## config.mk

```make
export PLATFORM = sky130hd
export DESIGN_NAME = refcount_compacting_object_pool
export DESIGN_NICKNAME = d
export VERILOG_FILES = /design/src/rtl/rcop_pkg.sv /design/src/rtl/refcount_compacting_object_pool.sv /design/src/rtl/rcop_ctrl.sv /design/src/rtl/rcop_datapath.sv
export SDC_FILE = /design/constraint.sdc
export NUM_CORES = 2
export LEC_CHECK = 0
export ABC_AREA = 0
export BUFFER_PORTS_ARGS = -buffer_cell sky130_fd_sc_hd__clkbuf_2
export CAP_MARGIN = 30
export CORE_MARGIN = 10
export CORE_UTILIZATION = 45
export CTS_CLUSTER_SIZE = 40
export DETAILED_ROUTE_END_ITERATION = 7
export GPL_TIMING_DRIVEN = 0
export HOLD_SLACK_MARGIN = 0.05
export PLACE_DENSITY = 0.61
export SLEW_MARGIN = 30
export SYNTH_ARGS = -nofsm -noshare
export SYNTH_HDL_FRONTEND = slang
export SYNTH_SLANG_ARGS = --single-unit
```

## constraint.sdc

```tcl
create_clock -name clock -period 8.4 [get_ports clock]
set_clock_uncertainty 0.15 [all_clocks]
set_input_delay 1.68 -clock clock [delete_from_list [all_inputs] [get_ports clock]]
set_output_delay 1.68 -clock clock [all_outputs]
set_load 0.01 [all_outputs]
```

## src/rtl/rcop_pkg.sv

```systemverilog
// Shared types, constants and operation codes of the compacting object pool.
package rcop_pkg;

   localparam int MaxObjects = 32;
   localparam int BankBytes  = 4096;
   localparam int IdBits     = 16;

   localparam logic [1:0] OP_INSERT   = 2'd0;
   localparam logic [1:0] OP_RETRIEVE = 2'd1;
   localparam logic [1:0] OP_ADD      = 2'd2;
   localparam logic [1:0] OP_DROP     = 2'd3;

   typedef struct packed {
      logic [1:0]  op;
      logic [12:0] request_bytes;
      logic [15:0] handle;
   } req_type;

   typedef struct packed {
      logic        kind;
      logic [15:0] result_handle;
      logic        found;
      logic        bank;
      logic [11:0] offset;
      logic [11:0] old_offset;
      logic [12:0] length;
      logic        last;
   } rsp_type;

   // Commands from the controller to the datapath.
   typedef struct packed {
      logic latch;      // capture the request
      logic search_clr; // restart the table walk
      logic search_step;
      logic flip;       // start of compaction
      logic move_step;  // examine one entry while packing
      logic pack_end;   // finish compaction
      logic do_insert;
      logic do_update;  // apply add or drop on the found entry
      logic emit_ans;
      logic emit_fail;
   } cmd_type;

   // Status from the datapath to the controller.
   typedef struct packed {
      logic bad_size;
      logic need_compact;
      logic can_insert;
      logic search_done;
      logic hit;
      logic move_done;
   } sts_type;

endpackage

```

## src/rtl/refcount_compacting_object_pool.sv

```systemverilog
// Top level of the reference-counted compacting object pool.
// A request is taken when start is high and busy low. Retrieve, add and drop
// walk the object table one entry per cycle until the handle is found or the
// table ends. Insert answers a failure straight from its size check when the
// requested size is out of range. When a compaction is needed the pool first
// runs the compaction walk, emitting one move descriptor per live entry before
// the answer. Each result is shown for one cycle under rsp_strobe and must be taken
// then; the receiver cannot stall the pool.
module refcount_compacting_object_pool #(
   parameter int MAX_OBJECTS = rcop_pkg::MaxObjects,
   parameter int BANK_BYTES  = rcop_pkg::BankBytes,
   parameter int ID_BITS     = rcop_pkg::IdBits
) (
   input  logic              clock,
   input  logic              reset,
   input  logic              start,
   output logic              busy,
   input  rcop_pkg::req_type req_data,
   output logic              rsp_strobe,
   output rcop_pkg::rsp_type rsp_data
);

   rcop_pkg::cmd_type cmd;
   rcop_pkg::sts_type sts;

   // Sequencer.
   rcop_ctrl u_ctrl (
      .clock(clock), .reset(reset), .start(start), .op(req_data.op),
      .sts(sts), .cmd(cmd), .busy(busy)
   );

   // Table and result path.
   rcop_datapath #(
      .MAX_OBJECTS(MAX_OBJECTS), .BANK_BYTES(BANK_BYTES), .ID_BITS(ID_BITS)
   ) u_dp (
      .clock(clock), .reset(reset), .req(req_data), .cmd(cmd), .sts(sts),
      .rsp(rsp_data), .rsp_strobe(rsp_strobe)
   );

endmodule

```

## src/rtl/rcop_ctrl.sv

```systemverilog
// Controller state machine of the compacting object pool.
module rcop_ctrl (
   input  logic              clock,
   input  logic              reset,
   input  logic              start,
   input  logic [1:0]        op,
   input  rcop_pkg::sts_type sts,
   output rcop_pkg::cmd_type cmd,
   output logic              busy
);

   localparam logic [2:0] ST_IDLE   = 3'd0;
   localparam logic [2:0] ST_DECIDE = 3'd1;
   localparam logic [2:0] ST_PACK   = 3'd2;
   localparam logic [2:0] ST_INSERT = 3'd3;
   localparam logic [2:0] ST_SEARCH = 3'd4;

   logic [2:0] state_ff, state_in;

   // Next state and commands.
   always_comb begin
      state_in = state_ff;
      cmd      = '0;
      unique case (state_ff)
         ST_IDLE: begin
            if (start) begin
               cmd.latch      = 1'b1;
               cmd.search_clr = 1'b1;
               state_in = (op == rcop_pkg::OP_INSERT) ? ST_DECIDE : ST_SEARCH;
            end
         end
         ST_DECIDE: begin
            if (sts.bad_size) begin
               cmd.emit_fail = 1'b1;
               state_in = ST_IDLE;
            end else if (sts.need_compact) begin
               cmd.flip = 1'b1;
               state_in = ST_PACK;
            end else begin
               state_in = ST_INSERT;
            end
         end
         ST_PACK: begin
            if (sts.move_done) begin
               cmd.pack_end = 1'b1;
               state_in = ST_INSERT;
            end else begin
               cmd.move_step = 1'b1;
            end
         end
         ST_INSERT: begin
            if (sts.can_insert) cmd.do_insert = 1'b1;
            else cmd.emit_fail = 1'b1;
            state_in = ST_IDLE;
         end
         ST_SEARCH: begin
            if (sts.hit) begin
               cmd.emit_ans  = 1'b1;
               cmd.do_update = 1'b1;
               state_in = ST_IDLE;
            end else if (sts.search_done) begin
               cmd.emit_fail = 1'b1;
               state_in = ST_IDLE;
            end else begin
               cmd.search_step = 1'b1;
            end
         end
         default: state_in = ST_IDLE;
      endcase
   end

   always_ff @(posedge clock) begin
      if (reset) state_ff <= ST_IDLE;
      else state_ff <= state_in;
   end

   assign busy = (state_ff != ST_IDLE);

`ifndef NO_ASSERTIONS
   a_latch_idle: assert property (@(posedge clock) disable iff (reset)
      cmd.latch |-> state_ff == ST_IDLE) else $error("latch outside idle");
   a_one_end: assert property (@(posedge clock) disable iff (reset)
      $countones({cmd.do_insert, cmd.emit_fail, cmd.emit_ans}) <= 1)
      else $error("two answers at once");
   a_flip_pack: assert property (@(posedge clock) disable iff (reset)
      cmd.flip |=> state_ff == ST_PACK) else $error("flip without packing");
`endif

endmodule

```

## src/rtl/rcop_datapath.sv

```systemverilog
// Object table, allocation counters and result register of the pool.
module rcop_datapath #(
   parameter int MAX_OBJECTS = rcop_pkg::MaxObjects,
   parameter int BANK_BYTES  = rcop_pkg::BankBytes,
   parameter int ID_BITS     = rcop_pkg::IdBits
) (
   input  logic              clock,
   input  logic              reset,
   input  rcop_pkg::req_type req,
   input  rcop_pkg::cmd_type cmd,
   output rcop_pkg::sts_type sts,
   output rcop_pkg::rsp_type rsp,
   output logic              rsp_strobe
);

   localparam int IdxW = $clog2(MAX_OBJECTS);
   localparam int CntW = $clog2(MAX_OBJECTS + 1);
   localparam int ByteW = $clog2(BANK_BYTES + 1);
   localparam logic [ID_BITS-1:0] IdMax = {ID_BITS{1'b1}};
   localparam logic [ByteW-1:0] BankB = ByteW'(BANK_BYTES);

   // Table entries: flip-flops, read at the walk index and at the found entry.
   logic [MAX_OBJECTS-1:0] valid_ff;
   logic [ID_BITS-1:0]     id_ff [MAX_OBJECTS];
   logic [15:0]            count_ff [MAX_OBJECTS];
   logic [ByteW-1:0]       off_ff [MAX_OBJECTS];
   logic [ByteW-1:0]       size_ff [MAX_OBJECTS];

   logic [CntW-1:0]    slots_ff;
   logic [ByteW-1:0]   bytes_ff;
   logic               bank_ff;
   logic [ID_BITS-1:0] last_id_ff;
   rcop_pkg::req_type  req_ff;

   // Walk pointers: i reads, j writes during packing; pos is the packed length.
   logic [CntW-1:0]  i_ff, j_ff;
   logic [ByteW-1:0] pos_ff;
   logic [IdxW-1:0]  ri, wj;

   rcop_pkg::rsp_type rsp_ff;
   logic              strobe_ff;

   logic [ByteW-1:0] sz;
   logic             size_fit, slot_free;

   assign ri = i_ff[IdxW-1:0];
   assign wj = j_ff[IdxW-1:0];
   assign sz = ByteW'(req_ff.request_bytes);
   assign size_fit  = sz <= BankB - bytes_ff;
   assign slot_free = slots_ff < CntW'(MAX_OBJECTS);

   // Status towards the controller.
   always_comb begin
      sts.bad_size     = (req_ff.request_bytes == '0) ||
                         (14'(req_ff.request_bytes) > 14'(BANK_BYTES));
      sts.need_compact = !size_fit || !slot_free;
      sts.can_insert   = size_fit && slot_free && (last_id_ff < IdMax);
      sts.search_done  = (i_ff == CntW'(MAX_OBJECTS));
      sts.hit          = !sts.search_done && (req_ff.handle != '0) && valid_ff[ri] &&
                         (id_ff[ri] == ID_BITS'(req_ff.handle));
      sts.move_done    = (i_ff >= slots_ff) || (i_ff == CntW'(MAX_OBJECTS));
   end

   // Control state of the table and counters.
   always_ff @(posedge clock) begin
      if (reset) begin
         valid_ff   <= '0;
         slots_ff   <= '0;
         bytes_ff   <= '0;
         bank_ff    <= 1'b0;
         last_id_ff <= '0;
         strobe_ff  <= 1'b0;
         i_ff       <= '0;
         j_ff       <= '0;
         pos_ff     <= '0;
      end else begin
         strobe_ff <= 1'b0;
         if (cmd.search_clr) i_ff <= '0;
         if (cmd.search_step) i_ff <= i_ff + 1'b1;
         if (cmd.flip) begin
            bank_ff <= ~bank_ff;
            i_ff    <= '0;
            j_ff    <= '0;
            pos_ff  <= '0;
         end
         if (cmd.move_step) begin
            i_ff <= i_ff + 1'b1;
            if (valid_ff[ri]) begin
               valid_ff[ri] <= 1'b0;
               valid_ff[wj] <= 1'b1;
               j_ff         <= j_ff + 1'b1;
               pos_ff       <= pos_ff + size_ff[ri];
               strobe_ff    <= 1'b1;
            end
         end
         if (cmd.pack_end) begin
            slots_ff <= j_ff;
            bytes_ff <= pos_ff;
            for (int k = 0; k < MAX_OBJECTS; k++)
               if (CntW'(k) >= j_ff) valid_ff[k] <= 1'b0;
         end
         if (cmd.do_insert) begin
            valid_ff[slots_ff[IdxW-1:0]] <= 1'b1;
            slots_ff   <= slots_ff + 1'b1;
            bytes_ff   <= bytes_ff + sz;
            last_id_ff <= last_id_ff + 1'b1;
         end
         if (cmd.do_update && req_ff.op == rcop_pkg::OP_DROP &&
             count_ff[ri] <= 16'd1)
            valid_ff[ri] <= 1'b0;
         if (cmd.do_insert || cmd.emit_fail || cmd.emit_ans) strobe_ff <= 1'b1;
      end
   end

   // Payload: request capture, entry fields and the result register.
   always_ff @(posedge clock) begin
      if (cmd.latch) req_ff <= req;
      if (cmd.move_step && valid_ff[ri]) begin
         id_ff[wj]    <= id_ff[ri];
         count_ff[wj] <= count_ff[ri];
         size_ff[wj]  <= size_ff[ri];
         off_ff[wj]   <= pos_ff;
         rsp_ff <= '{kind: 1'b1, result_handle: 16'(id_ff[ri]), found: 1'b1,
                     bank: bank_ff, offset: 12'(pos_ff), old_offset: 12'(off_ff[ri]),
                     length: 13'(size_ff[ri]), last: 1'b0};
      end
      if (cmd.do_insert) begin
         id_ff[slots_ff[IdxW-1:0]]    <= last_id_ff + 1'b1;
         count_ff[slots_ff[IdxW-1:0]] <= 16'd1;
         off_ff[slots_ff[IdxW-1:0]]   <= bytes_ff;
         size_ff[slots_ff[IdxW-1:0]]  <= sz;
         rsp_ff <= '{kind: 1'b0, result_handle: 16'(last_id_ff + 1'b1), found: 1'b1,
                     bank: bank_ff, offset: 12'(bytes_ff), old_offset: 12'd0,
                     length: 13'(sz), last: 1'b1};
      end
      if (cmd.emit_fail)
         rsp_ff <= '{kind: 1'b0, result_handle: 16'd0, found: 1'b0, bank: bank_ff,
                     offset: 12'd0, old_offset: 12'd0, length: 13'd0, last: 1'b1};
      if (cmd.emit_ans)
         rsp_ff <= '{kind: 1'b0, result_handle: req_ff.handle, found: 1'b1,
                     bank: bank_ff, offset: 12'(off_ff[ri]), old_offset: 12'd0,
                     length: 13'(size_ff[ri]), last: 1'b1};
      if (cmd.do_update) begin
         if (req_ff.op == rcop_pkg::OP_ADD && count_ff[ri] != 16'hFFFF)
            count_ff[ri] <= count_ff[ri] + 16'd1;
         else if (req_ff.op == rcop_pkg::OP_DROP && count_ff[ri] != 16'd0)
            count_ff[ri] <= count_ff[ri] - 16'd1;
      end
   end

   assign rsp        = rsp_ff;
   assign rsp_strobe = strobe_ff;

`ifndef NO_ASSERTIONS
   a_slots_range: assert property (@(posedge clock) disable iff (reset)
      slots_ff <= CntW'(MAX_OBJECTS)) else $error("slot count beyond table");
   a_bytes_range: assert property (@(posedge clock) disable iff (reset)
      bytes_ff <= BankB) else $error("bank overfilled");
   a_pack_order: assert property (@(posedge clock) disable iff (reset)
      cmd.move_step |-> j_ff <= i_ff) else $error("pack write ahead of read");
`endif

endmodule

```

==> impl_metrics.toml <==
[cts]
hold_buffers = 0
cts_buffer_depth = 3
clk_latency_ns = 0.85
cts_buffers = 195
cts_setup_buffers = 0
clk_pin_slew_ns = 0.06
h-tree-depth = 4
cts.sinks = 2014
cts_resized = 0
root_buffer = "clkbuf_16"
cts_tree = "done"

[flow_run]
maxCapViolCount = 0

[floorplan]
die_x_um = 449
initial_core_util_pct = 45.2
die_area_um2 = 201000
row_count = 157
io_pins = 93
core-area_um2 = 183000
fp.dieH_um = 449

[detailed_routing]
drc = 0
drt-initial-drc-count = 6784
antenna_left = 0
firstDrtPassIters = 8
avgRoutedWirePerCell_um = 34.8
dr_total_vias = 48445
routed_via_density = 6.36
drt_wl_total_um = 265000

[sta]
max_freq_mhz = 138
fin_setup_tns_ns = 0
final.min_clock_period_ns = 7.27
tightestPinTransition_ns = 1.11
holdWs_ns = 0.346
relSlewSlack_pct = 26.1
period_share_pct = 86.5
hold_violations = 0
layout_setup_ws_ns = 1.13
rsz0062_at_grt = "false"
finalSetupViolations = 0
slew_violations = 0

[synthesis]
yosysSeqAreaShare_pct = 71.7
synth_edf_count = 1897
yosys_warnings = 0
yosysTopAreaCell = "edfxtp_1"
syn_avg_cell_area_um2 = 18.3
ys_ff_latch = 2014
synth_area_um2 = 82700
synth-async-reset-ratio_pct = 0
ys_top_cells_by_area = "edfxtp_1, mux4_2, mux2i_1"
ys.flop_type = "edfxtp_1"
synth_top_area_share_pct = 68.8
syn-num-nets = 4607
syn_inst = 4510
synth_cell_types = 98

[critical_path]
path_buf_inv = 7
required_ns = 8.95
startpoint_type = "flip-flop"
cpMostUsedCell = "buf_6"
critPathKind = "flip-flop to flip-flop"
path_cells = "buf_6, buf_6, buf_6, buf_4, buf_2, buf_2, clkbuf_1, mux4_2, mux4_2, mux2_2, ha_1, nor2b_1, o21ai_0, a21boi_0, o21ai_0, nand2b_1, a21o_1, a41o_1, o41a_1, xnor2_1, o211ai_1, nor3b_1"
critPathMaxStageDelay_ns = 0.76
crit_path_end_kind = "flip-flop"
cpMaxStageDelayCell = "clkbuf_1"
cp.arrival_ns = 7.81
path_max_fanout = 10
crit_family = "buffers and inverters"

[placement]
place_congestion = 0.939
placed_cells = 7248
detailedPlace.worstSlack_ns = 1.10
portBuffers = 91
hpwlAfterDp_um = 183000

[pwr]
p_per_area_nw_per_um2 = 215
ir_worst_vdd_v = 0.000200
p_leak_nw = 30.5

[grt]
grt_overflow = 0
grt_pass1_wl_um = 369000
grt_use_total_pct = 25.6
grt_max_degree = 34
antenna_found_initial = 3
grt_pass1_vias = 47073

[layout]
fin_cells = 7618
nNetsFinal = 5080
final_common_cell = "edfxtp_1"
most-common-layout-cells = "edfxtp_1, mux4_2, mux2i_1, clkbuf_16, nor2_1"
drive_above_1_share_pct = 25.3
syn_to_final_growth_pct = 18.6

[min_path]
worstHoldStart = "u_dp.rsp[56]"
hp-class = "flip-flop to flip-flop"

[run_status]
status = "completed"
## final timing paths
| path | endpoint | depth (start not counted) | slack (ns) |
|---|---|---|---|
| max | u_dp.pos_ff[12] | 22 | 1.13 |
| min | u_dp.rsp[56] | 2 | 0.35 |
| min reg2reg | u_dp.rsp[56] | 2 | 0.35 |
| max reg2reg | u_dp.pos_ff[12] | 22 | 1.13 |
## power by group
part / switching, mW / total (mW) / internal, mW
registers: 0.0464 / 11.1 / 11.1
logic: 0.693 / 1.11 / 0.417
clock network: 3.87 / 8.87 / 5.00
## registers in the layout (all words and copies together), names as in the netlist, named ones only
register         count
u_dp.valid_ff       32
u_dp.slots_ff        6
u_dp.rsp_strobe      1
u_dp.req_ff         18
u_dp.size_ff       416
u_dp.count_ff      512
u_dp.bank_ff         1
u_dp.sz             13
u_dp.rsp            57
u_dp.bytes_ff       13
u_dp.id_ff         512
u_dp.i_ff            6
u_dp.pos_ff         13
u_dp.last_id_ff     16
u_dp.j_ff            6
u_dp.off_ff        384
u_ctrl.state_ff      3
## layout make-up
| type | instances | area [um^2] |
|---|---|---|
| Antenna cell | 2 | 5.00 |
| Buffer | 252 | 1470 |
| Clock buffer | 252 | 5240 |
| Clock inverter | 114 | 1160 |
| Fill cell | 14119 | 84800 |
| Inverter | 52 | 218 |
| Multi-Input combinational cell | 2192 | 23000 |
| Sequential cell | 2014 | 59300 |
| Tap cell | 2464 | 3080 |
| Timing Repair Buffer | 276 | 4580 |
## cell families after synthesis
logic type / after synthesis / synth area share [%]
and+or+nand+nor: 735 / 4.47
xor gates and xnor gates: 67 / 0.709
muxes: 732 / 15.2
AOI/OAI and AO/OA: 595 / 4.99
buffers and inverters: 304 / 1.96
adders and majority gates: 63 / 0.971
DFF: 2014 / 71.7
## routing by layer
metal / up-vias / wire (um) / part of all wire [%] / global-route usage (%)
met5: - / 0 / 0 / 0
met4: 0 / 12700 / 4.8 / 10.5
met3: 604 / 25500 / 9.6 / 5.07
met2: 2949 / 124000 / 47 / 40.3
li1: 19437 / - / - / -
met1: 25455 / 103000 / 39 / 35.1
## tightest hold or removal path, stage by stage (launching register included)
cell and delay (ns):
dfxtp_1 0.34, nor2_1 0.05, nor2_1 0.07
## per-stage QoR
step	power (mW)	cell area, um^2	utilization [%]
floorplan	11.9	82700	-
global placement	12.3	86300	47.2
detailed placement	12.4	91600	50.1
CTS	21.2	98000	53.6
global route	21.6	98100	53.6
finish	21.1	98100	53.6
## Yosys cell counts, types with 31 or more instances
master    instances
buf_1            37
nand2_1         177
a21oi_1         119
a22oi_1          97
xor2_1           31
nand3_1          90
xnor2_1          36
clkbuf_1        102
o22ai_1          41
mux4_2          392
nor2_1          217
buf_2            46
a22o_1           39
ha_1             61
dfxtp_1         117
a211oi_1         58
inv_1            52
o21ai_0          86
mux2i_1         282
edfxtp_1       1897
mux2_2           38
(Power assumes the default switching activity.)
